`src/rtl/enfc_pkg.sv`:
```
// ----------------------------------------------------------------------------
// enfc_pkg: shared types and constants of the nearest-floor elevator controller
// Field widths, result kinds, directions, the input and output beat types and the controller states.
// ----------------------------------------------------------------------------
`default_nettype none
package enfc_pkg;
	localparam int MaxRequests = 16;
	localparam int MaxFloors   = 64;
	localparam int FloorW      = 7;
	localparam int SlotW       = 4;
	localparam int TimeW       = 16;

	localparam logic [1:0] KIND_ACCEPT = 2'd0;
	localparam logic [1:0] KIND_REJECT = 2'd1;
	localparam logic [1:0] KIND_DROP   = 2'd2;
	localparam logic [1:0] KIND_STATUS = 2'd3;

	localparam logic [1:0] DIR_STOP = 2'd0;
	localparam logic [1:0] DIR_UP   = 2'd1;
	localparam logic [1:0] DIR_DOWN = 2'd2;

	localparam logic FUNC_ADD  = 1'b0;
	localparam logic FUNC_TICK = 1'b1;

	typedef struct packed {
		logic             func;
		logic [FloorW-1:0] source_floor;
		logic [FloorW-1:0] dest_floor;
	} in_beat_t;

	typedef struct packed {
		logic [1:0]        kind;
		logic [SlotW-1:0]  slot;
		logic [FloorW-1:0] floor;
		logic [1:0]        direction;
		logic [TimeW-1:0]  arrival_time;
		logic              last;
	} out_beat_t;

	typedef enum logic [1:0] {
		ST_IDLE,
		ST_WALK,
		ST_SCAN,
		ST_STATUS
	} state_t;
endpackage
`default_nettype wire

```
`src/rtl/enfc_cell.sv`:
```
// ----------------------------------------------------------------------------
// enfc_cell: one request-table slot of the cell chain
// Holds one passenger entry; entries rotate one place per cycle during a walk.
// ----------------------------------------------------------------------------
`default_nettype none
module enfc_cell #(
	parameter int FW = 6,
	parameter int SW = 4
) (
	input  wire logic          clk,
	input  wire logic          arst_n,
	input  wire logic          shift,
	input  wire logic          load,
	input  wire logic          in_valid,
	input  wire logic          in_boarded,
	input  wire logic [FW-1:0] in_src,
	input  wire logic [FW-1:0] in_dst,
	input  wire logic [SW-1:0] in_slot,
	output logic               valid_q,
	output logic               boarded_q,
	output logic [FW-1:0]      src_q,
	output logic [FW-1:0]      dst_q,
	output logic [SW-1:0]      slot_q
);
	always_ff @(posedge clk or negedge arst_n) begin
		if (!arst_n) begin
			valid_q   <= 1'b0;
			boarded_q <= 1'b0;
		end else if (shift || load) begin
			valid_q   <= in_valid;
			boarded_q <= in_boarded;
		end
	end

	always_ff @(posedge clk) begin
		if (shift || load) begin
			src_q  <= in_src;
			dst_q  <= in_dst;
			slot_q <= in_slot;
		end
	end
endmodule
`default_nettype wire

```
`src/rtl/elevator_nearest_floor_controller_top.sv`:
```
// ----------------------------------------------------------------------------
// elevator_nearest_floor_controller_top: single-car nearest-floor controller
// Request table as a rotating chain of slot cells, floor marks scanned outward.
// ----------------------------------------------------------------------------
// An add beat puts its one result beat on the ports in the cycle right after
// its accepting edge. A tick beat walks the MaxRequests cells (one per cycle,
// drops emitted as they pass the head), scans distances outward from the car,
// then emits the status beat. With no marked floor the scan runs to the far
// end, so the distance is at most MaxFloors. An add beat leaves busy low; a
// tick beat holds busy high until its status beat.
// Reset clears the table, the floor marks, the step count and puts the car
// at floor 1, stopped, with a floor count of 64. The receiver cannot stall.
`default_nettype none
module elevator_nearest_floor_controller_top #(
	parameter int MAX_REQUESTS = enfc_pkg::MaxRequests,
	parameter int MAX_FLOORS   = enfc_pkg::MaxFloors
) (
	input  wire logic                clk,
	input  wire logic                arst_n,
	input  wire logic                start,
	input  wire enfc_pkg::in_beat_t  in_beat,
	output logic                     busy,
	input  wire logic                cfg_we,
	input  wire logic [6:0]          cfg_wdata,
	output logic                     result_strobe,
	output enfc_pkg::out_beat_t      result
);
	import enfc_pkg::*;

	localparam int FW = $clog2(MAX_FLOORS);
	localparam int SW = SlotW;
	localparam int CW = $clog2(MAX_REQUESTS + 1);

	// Chain wiring: cell k feeds cell k-1; the head (cell 0) wraps to the tail.
	logic          c_valid   [MAX_REQUESTS];
	logic          c_boarded [MAX_REQUESTS];
	logic [FW-1:0] c_src     [MAX_REQUESTS];
	logic [FW-1:0] c_dst     [MAX_REQUESTS];
	logic [SW-1:0] c_slot    [MAX_REQUESTS];
	logic          n_valid   [MAX_REQUESTS];
	logic          n_boarded [MAX_REQUESTS];
	logic [FW-1:0] n_src     [MAX_REQUESTS];
	logic [FW-1:0] n_dst     [MAX_REQUESTS];
	logic [SW-1:0] n_slot    [MAX_REQUESTS];
	logic          c_load    [MAX_REQUESTS];

	state_t         state_q, state_d;
	logic [6:0]     floor_count_q;
	logic [MAX_FLOORS-1:0] marks_q;
	logic [FW-1:0]  car_q;
	logic [1:0]     dir_q;
	logic [TimeW-1:0] step_q;
	logic [CW-1:0]  walk_q;
	logic [FW:0]    dist_q;
	logic           shift;

	// Head cell action during a walk.
	logic head_board, head_drop;
	assign head_board = c_valid[0] && !c_boarded[0] && c_src[0] == car_q;
	assign head_drop  = c_valid[0] &&  c_boarded[0] && c_dst[0] == car_q;
	assign shift = (state_q == ST_WALK);

	// Add request: lowest free slot, found by priority over cell valid bits.
	logic [7:0] limit;
	logic       src_ok, dst_ok, have_free;
	logic [SW-1:0] free_idx;
	logic [6:0] s_in, d_in;
	logic accept_add;
	assign limit = (floor_count_q > 7'(MAX_FLOORS)) ? 8'(MAX_FLOORS) : {1'b0, floor_count_q};
	assign s_in = in_beat.source_floor;
	assign d_in = in_beat.dest_floor;
	assign src_ok = s_in != 7'd0 && {1'b0, s_in} <= limit;
	assign dst_ok = d_in != 7'd0 && {1'b0, d_in} <= limit;
	always_comb begin
		have_free = 1'b0;
		free_idx  = '0;
		for (int k = MAX_REQUESTS - 1; k >= 0; k--) begin
			if (!c_valid[k]) begin
				have_free = 1'b1;
				free_idx  = SW'(k);
			end
		end
	end
	logic go;
	assign go = start && !busy;
	assign accept_add = go && in_beat.func == FUNC_ADD && src_ok && dst_ok && have_free;

	// Slots rotate with their index, so after a full walk each cell is home again.
	for (genvar k = 0; k < MAX_REQUESTS; k++) begin : g_cell
		localparam int Nx = (k + 1) % MAX_REQUESTS;
		always_comb begin
			c_load[k] = accept_add && free_idx == SW'(k);
			if (c_load[k]) begin
				n_valid[k]   = 1'b1;
				n_boarded[k] = 1'b0;
				n_src[k]     = FW'(s_in - 7'd1);
				n_dst[k]     = FW'(d_in - 7'd1);
				n_slot[k]    = SW'(k);
			end else if (k == MAX_REQUESTS - 1) begin
				n_valid[k]   = c_valid[0] && !head_drop;
				n_boarded[k] = (c_boarded[0] || head_board) && !head_drop;
				n_src[k]     = c_src[0];
				n_dst[k]     = c_dst[0];
				n_slot[k]    = c_slot[0];
			end else begin
				n_valid[k]   = c_valid[Nx];
				n_boarded[k] = c_boarded[Nx];
				n_src[k]     = c_src[Nx];
				n_dst[k]     = c_dst[Nx];
				n_slot[k]    = c_slot[Nx];
			end
		end
		enfc_cell #(.FW(FW), .SW(SW)) u_cell (
			.clk, .arst_n, .shift, .load(c_load[k]),
			.in_valid(n_valid[k]), .in_boarded(n_boarded[k]),
			.in_src(n_src[k]), .in_dst(n_dst[k]), .in_slot(n_slot[k]),
			.valid_q(c_valid[k]), .boarded_q(c_boarded[k]),
			.src_q(c_src[k]), .dst_q(c_dst[k]), .slot_q(c_slot[k])
		);
	end

	// Outward scan: at distance d, lower floor checked first for the tie rule.
	logic [FW:0] lo_f, hi_f;
	logic lo_hit, hi_hit, lo_in, hi_in;
	assign lo_in  = dist_q <= {1'b0, car_q};
	assign lo_f   = {1'b0, car_q} - dist_q;
	assign hi_f   = {1'b0, car_q} + dist_q;
	assign hi_in  = hi_f < (FW+1)'(MAX_FLOORS);
	assign lo_hit = lo_in && marks_q[lo_f[FW-1:0]];
	assign hi_hit = hi_in && marks_q[hi_f[FW-1:0]];
	logic scan_done;
	assign scan_done = lo_hit || hi_hit || (!lo_in && !hi_in);

	always_comb begin
		state_d = state_q;
		case (state_q)
			ST_IDLE:   if (go && in_beat.func == FUNC_TICK) state_d = ST_WALK;
			ST_WALK:   if (walk_q == CW'(MAX_REQUESTS - 1)) state_d = ST_SCAN;
			ST_SCAN:   if (scan_done) state_d = ST_STATUS;
			ST_STATUS: state_d = ST_IDLE;
			default:   state_d = ST_IDLE;
		endcase
	end

	assign busy = (state_q != ST_IDLE);

	logic [1:0] new_dir;
	always_comb begin
		if (lo_hit && dist_q != '0) new_dir = DIR_DOWN;
		else if (hi_hit && dist_q != '0) new_dir = DIR_UP;
		else new_dir = DIR_STOP;
	end

	always_ff @(posedge clk or negedge arst_n) begin
		if (!arst_n) begin
			state_q       <= ST_IDLE;
			floor_count_q <= 7'd64;
			marks_q       <= '0;
			car_q         <= '0;
			dir_q         <= DIR_STOP;
			step_q        <= '0;
			walk_q        <= '0;
			dist_q        <= '0;
			result_strobe <= 1'b0;
			result        <= '0;
		end else begin
			state_q       <= state_d;
			result_strobe <= 1'b0;
			result        <= '0;
			if (cfg_we) floor_count_q <= cfg_wdata;
			if (go && in_beat.func == FUNC_ADD) begin
				result_strobe <= 1'b1;
				result.last   <= 1'b1;
				if (accept_add) begin
					result.kind <= KIND_ACCEPT;
					result.slot <= free_idx;
					marks_q[FW'(s_in - 7'd1)] <= 1'b1;
				end else begin
					result.kind <= KIND_REJECT;
				end
			end
			if (go && in_beat.func == FUNC_TICK) walk_q <= '0;
			if (state_q == ST_WALK) begin
				walk_q <= walk_q + CW'(1);
				if (head_board) marks_q[c_dst[0]] <= 1'b1;
				if (head_drop) begin
					result_strobe       <= 1'b1;
					result.kind         <= KIND_DROP;
					result.slot         <= c_slot[0];
					result.floor        <= FloorW'(car_q) + 7'd1;
					result.arrival_time <= step_q;
				end
				if (walk_q == CW'(MAX_REQUESTS - 1)) begin
					marks_q[car_q] <= 1'b0;
					dist_q <= '0;
				end
			end
			if (state_q == ST_SCAN) begin
				dist_q <= dist_q + (FW+1)'(1);
				if (scan_done) begin
					dir_q <= new_dir;
					if (new_dir == DIR_UP) car_q <= car_q + FW'(1);
					else if (new_dir == DIR_DOWN) car_q <= car_q - FW'(1);
				end
			end
			if (state_q == ST_STATUS) begin
				result_strobe    <= 1'b1;
				result.kind      <= KIND_STATUS;
				result.floor     <= FloorW'(car_q) + 7'd1;
				result.direction <= dir_q;
				result.last      <= 1'b1;
				step_q           <= step_q + TimeW'(1);
			end
		end
	end

	// A drop is never reported outside the table walk.
	assert property (@(posedge clk) disable iff (!arst_n)
		result_strobe && result.kind == KIND_DROP |-> $past(state_q) == ST_WALK)
		else $error("drop outside walk");
	// Status always ends the item and comes from the status state.
	assert property (@(posedge clk) disable iff (!arst_n)
		result_strobe && result.kind == KIND_STATUS |-> result.last && $past(state_q) == ST_STATUS)
		else $error("bad status beat");
	// The car moves only during the scan, at most one floor per tick.
	assert property (@(posedge clk) disable iff (!arst_n)
		state_q != ST_SCAN |=> $stable(car_q))
		else $error("car moved outside scan");
endmodule
`default_nettype wire
```
`config.mk`:
```
export PLATFORM = sky130hd
export DESIGN_NAME = elevator_nearest_floor_controller_top
export DESIGN_NICKNAME = d
export VERILOG_FILES = /design/src/rtl/enfc_pkg.sv /design/src/rtl/enfc_cell.sv /design/src/rtl/elevator_nearest_floor_controller_top.sv
export SDC_FILE = /design/constraint.sdc
export NUM_CORES = 1
export LEC_CHECK = 0
export BUFFER_PORTS_ARGS = -buffer_cell sky130_fd_sc_hd__buf_2
export CORE_ASPECT_RATIO = 1.1
export CORE_MARGIN = 8
export CORE_UTILIZATION = 55
export DETAILED_ROUTE_END_ITERATION = 16
export PLACE_DENSITY = 0.81
export SLEW_MARGIN = 20
export SYNTH_ARGS = -nofsm -noshare
export SYNTH_HDL_FRONTEND = slang
export SYNTH_SLANG_ARGS = --single-unit
```
`constraint.sdc`:
```
create_clock -name clk -period 15.45 [get_ports clk]
set_input_delay 1.545 -clock clk [delete_from_list [all_inputs] [get_ports clk]]
set_output_delay 1.545 -clock clk [all_outputs]
set_load 0.005 [all_outputs]
```
==> metrics.md <==
| Metric | Value |
|---|---|
| First-pass detailed-route iteration total | 6 |
| Biggest area consumer among synthesized cells | edfxtp_1 |
| Largest net degree at the start of global routing | 96 |
| Crit path DAT | 6.16 ns |
| Post-DP HPWL | 35270 um |
| Die area | 44680 um^2 |
| Final hold slack | 0.4606 ns |
| Layout cell share with drive strength beyond 1 | 0.1995 |
| Initial Utilization | 0.5536 |
| Vias | 14190 |
| Core area | 37910 um^2 |
| Clock sinks | 430 |
| Final instance area | 23190 um^2 |
| CP cell instances | inv_1, ha_1, xnor2_4, mux4_1, mux4_2, a211oi_2, and2_1, nor2_1, nand2_1, ha_1, a21o_1, a21oi_1, o21bai_1, a21oi_1, nand4_1, mux2_2, nand4b_1 |
| Average wire per standard cell | 23.94 um |
| Ys Warns | 0 |
| Clk slew on worst S/H paths | 0.06 ns |
| Clock Path Buffers | 3 |
| Top_reg_cell synth | edfxtp_1 |
| Setup violations, final | 0 |
| Yosys cell types | 76 |
| Hold WC Path Type | flip-flop to flip-flop |
| Count of flip-flops with a built-in enable after synthesis | 256 |
| Async SR Flop Fraction | 0.4047 |
| Syn Area/Cell | 12.66 um^2 |
| Max Clock Skew | 0.03267 ns |
| RSZ-0062 raised after global routing | no |
| Most common cell after layout, fill and taps aside | edfxtp_1 |
| # diodes | 0 |
| Fin. Hold Viols | 0 |
| Final-layout fill cell count | 2763 |
| CTS tree | built |
| Num ports | 60 |
| Cell Area, Synth | 20990 um^2 |
| Critical Path End Type | flip-flop |
| Commonest non-fill, non-tap cells in the layout | 256 x edfxtp_1, 173 x dfrtp_1, 161 x mux2_2 |
| Via/cell ratio | 6.350 |
| Critical-path top delay cell | dfrtp_1 |
| RD Place Congestion | 0.9989 |
| Post-CTS Hold Fix Bufs | 0 |
| Synthesized flop and latch total | 430 |
| Static leakage | 9.086 nW |
| Die W | 202.3 um |
| Cts repair resizes | 0 |
| Antenna-violating nets left | 0 |
| Residual DRC | 0 |
| Post-CTS Setup Inserts | 0 |
| Max Fclk | 175.6 MHz |
| Post-synthesis sequential area ratio | 0.5738 |
| Setup TNS | 0 ns |
| Core Rows | 75 |
| Crit path time final | 5.694 ns |
| Area contributors post-synth | edfxtp_1 37%, dfrtp_1 21%, mux2_2 8.6% |
| Outcome | finished, final reports clean |
| Max VDD drop | 136.5 uV |
| Cell Pwr Density | 193.7 nW/um^2 |
| CP max stage delay | 0.76 ns |
| Pwr Total | 0.004491 W |
| Net Count, Synth | 1737 |
| Synth Instances | 1658 |
| Max-capacitance violation count | 0 |
| Area post-placement | 21760 um^2 |
| Fin. max-slew vios | 0 |
| Total GRT Usage | 0.2350 |
| Skew-Pair Late Insertion Delay | 0.57 ns |
| Slew at the pin closest to its max-slew limit | 1.119 ns |
| CP Max Fanout | 16 |
| Final period utilization | 0.3685 |
| Nets | 1778 |
| Final core occ | 0.6116 |
| Num CTS Buffers | 44 |
| Slew margin rel. | 0.2510 |
| H-tree depth | 2 |
| Initial drt markers | 1624 |
| First-pass GRT wire length | 82810 um |
| Worst Path Required | 15.92 ns |
| Top cell type's share of synthesized area | 0.3663 |
| Area Overhead vs Synth | 10.47% |
| Gr ovfl total | 0 |
| Initial antenna violation count | 2 |
| Die Y | 220.9 um |
| Routed WL | 53480 um |
| Root Buffer Master | clkbuf_16 |
| IO buf count | 59 |
| Vias in the first global route | 14130 |
| CP startpoint kind | flip-flop |
| CP Class | flip-flop to flip-flop |
cell families (layout without fill, tap and decap cells):
kind of cell,after synthesis,count (layout),synth area share
AOI/OAI and AO/OA,238,238,0.07392
and+or+nand+nor,456,456,0.1127
buffers and inverters,150,226,0.02933
muxes,274,274,0.1521
adders and majority gates,53,53,0.03267
DFF,430,430,0.5738
xor gates and xnor gates,57,57,0.02557
synth_stat cells (all sizes together), types with 17 or more instances:
cell    number
nand2       93
o21ai       24
and2        42
clkbuf      60
xnor2       38
mux2       168
buf         25
ha          50
nor3        43
nor2b       24
dfrtp      173
mux4        17
nand2b      34
nor2        68
a22oi       49
inv         65
mux2i       89
xor2        19
nand3       82
edfxtp     256
a21oi       95
critical path: cells and delay by family (launching register included):
family | cells | cell delay, ns
buf+inv | 1 | 0.19
simple gates | 5 | 0.73
xor+xnor | 1 | 0.48
compound gates | 5 | 1.15
mux | 3 | 1.46
fa+ha+maj | 2 | 0.83
flops | 1 | 0.76
per-layer routing:
layer | vias up | global-route usage | wire length [um]
li1 | 6187 | - | -
met1 | 6894 | 0.3240 | 21230
met2 | 909 | 0.3459 | 23420
met3 | 194 | 0.06635 | 6367
met4 | 2 | 0.09855 | 2438
met5 | - | 0 | 17
sequential cells by signal, summed over array words and instances (netlist names):
signal	flops
g_cell.u_cell.boarded_q	16
g_cell.u_cell.slot_q	64
result_strobe	1
walk_q	5
g_cell.u_cell.dst_q	96
g_cell.u_cell.valid_q	16
dist_q	7
result	32
car_q	6
state_q	2
marks_q	64
dir_q	2
g_cell.u_cell.src_q	96
floor_count_q	7
step_q	16
worst paths after layout:
check                              end  depth (start not counted)  slack [ns]        from
max in group asynchronous   result[10]                          2       13.04      arst_n
hold / removal              step_q[15]                          1        0.46  step_q[15]
min in group asynchronous  marks_q[41]                          1        1.08      arst_n
setup reg to reg              car_q[5]                         17        9.76    car_q[2]
hold reg to reg             step_q[15]                          1        0.46  step_q[15]
setup / recovery              car_q[5]                         17        9.76    car_q[2]
layout make-up:
cell class | count | area [um^2] | area share
well taps | 500 | 625.6 | 0.02698
flip-flops and latches | 430 | 12040 | 0.5194
inverters | 65 | 244.0 | 0.01052
multi-input cells | 1078 | 8388 | 0.3618
clock inverters | 16 | 152.6 | 0.006583
repair buffers | 80 | 462.9 | 0.01997
clock buffers | 65 | 1271 | 0.05482
through the flow:
step	setup slack, ns	cells
floorplan	10.58	1658
global placement	9.693	2153
detailed placement	9.493	2153
CTS	9.879	2234
global route	9.586	2234
finish	9.756	2234
report_power, final:
group	switching [W]	internal (W)
sequential	0.000223	0.00173
combinational	0.000893	0.000588
clock	0.000446	0.000607
(Power assumes the default switching activity.)
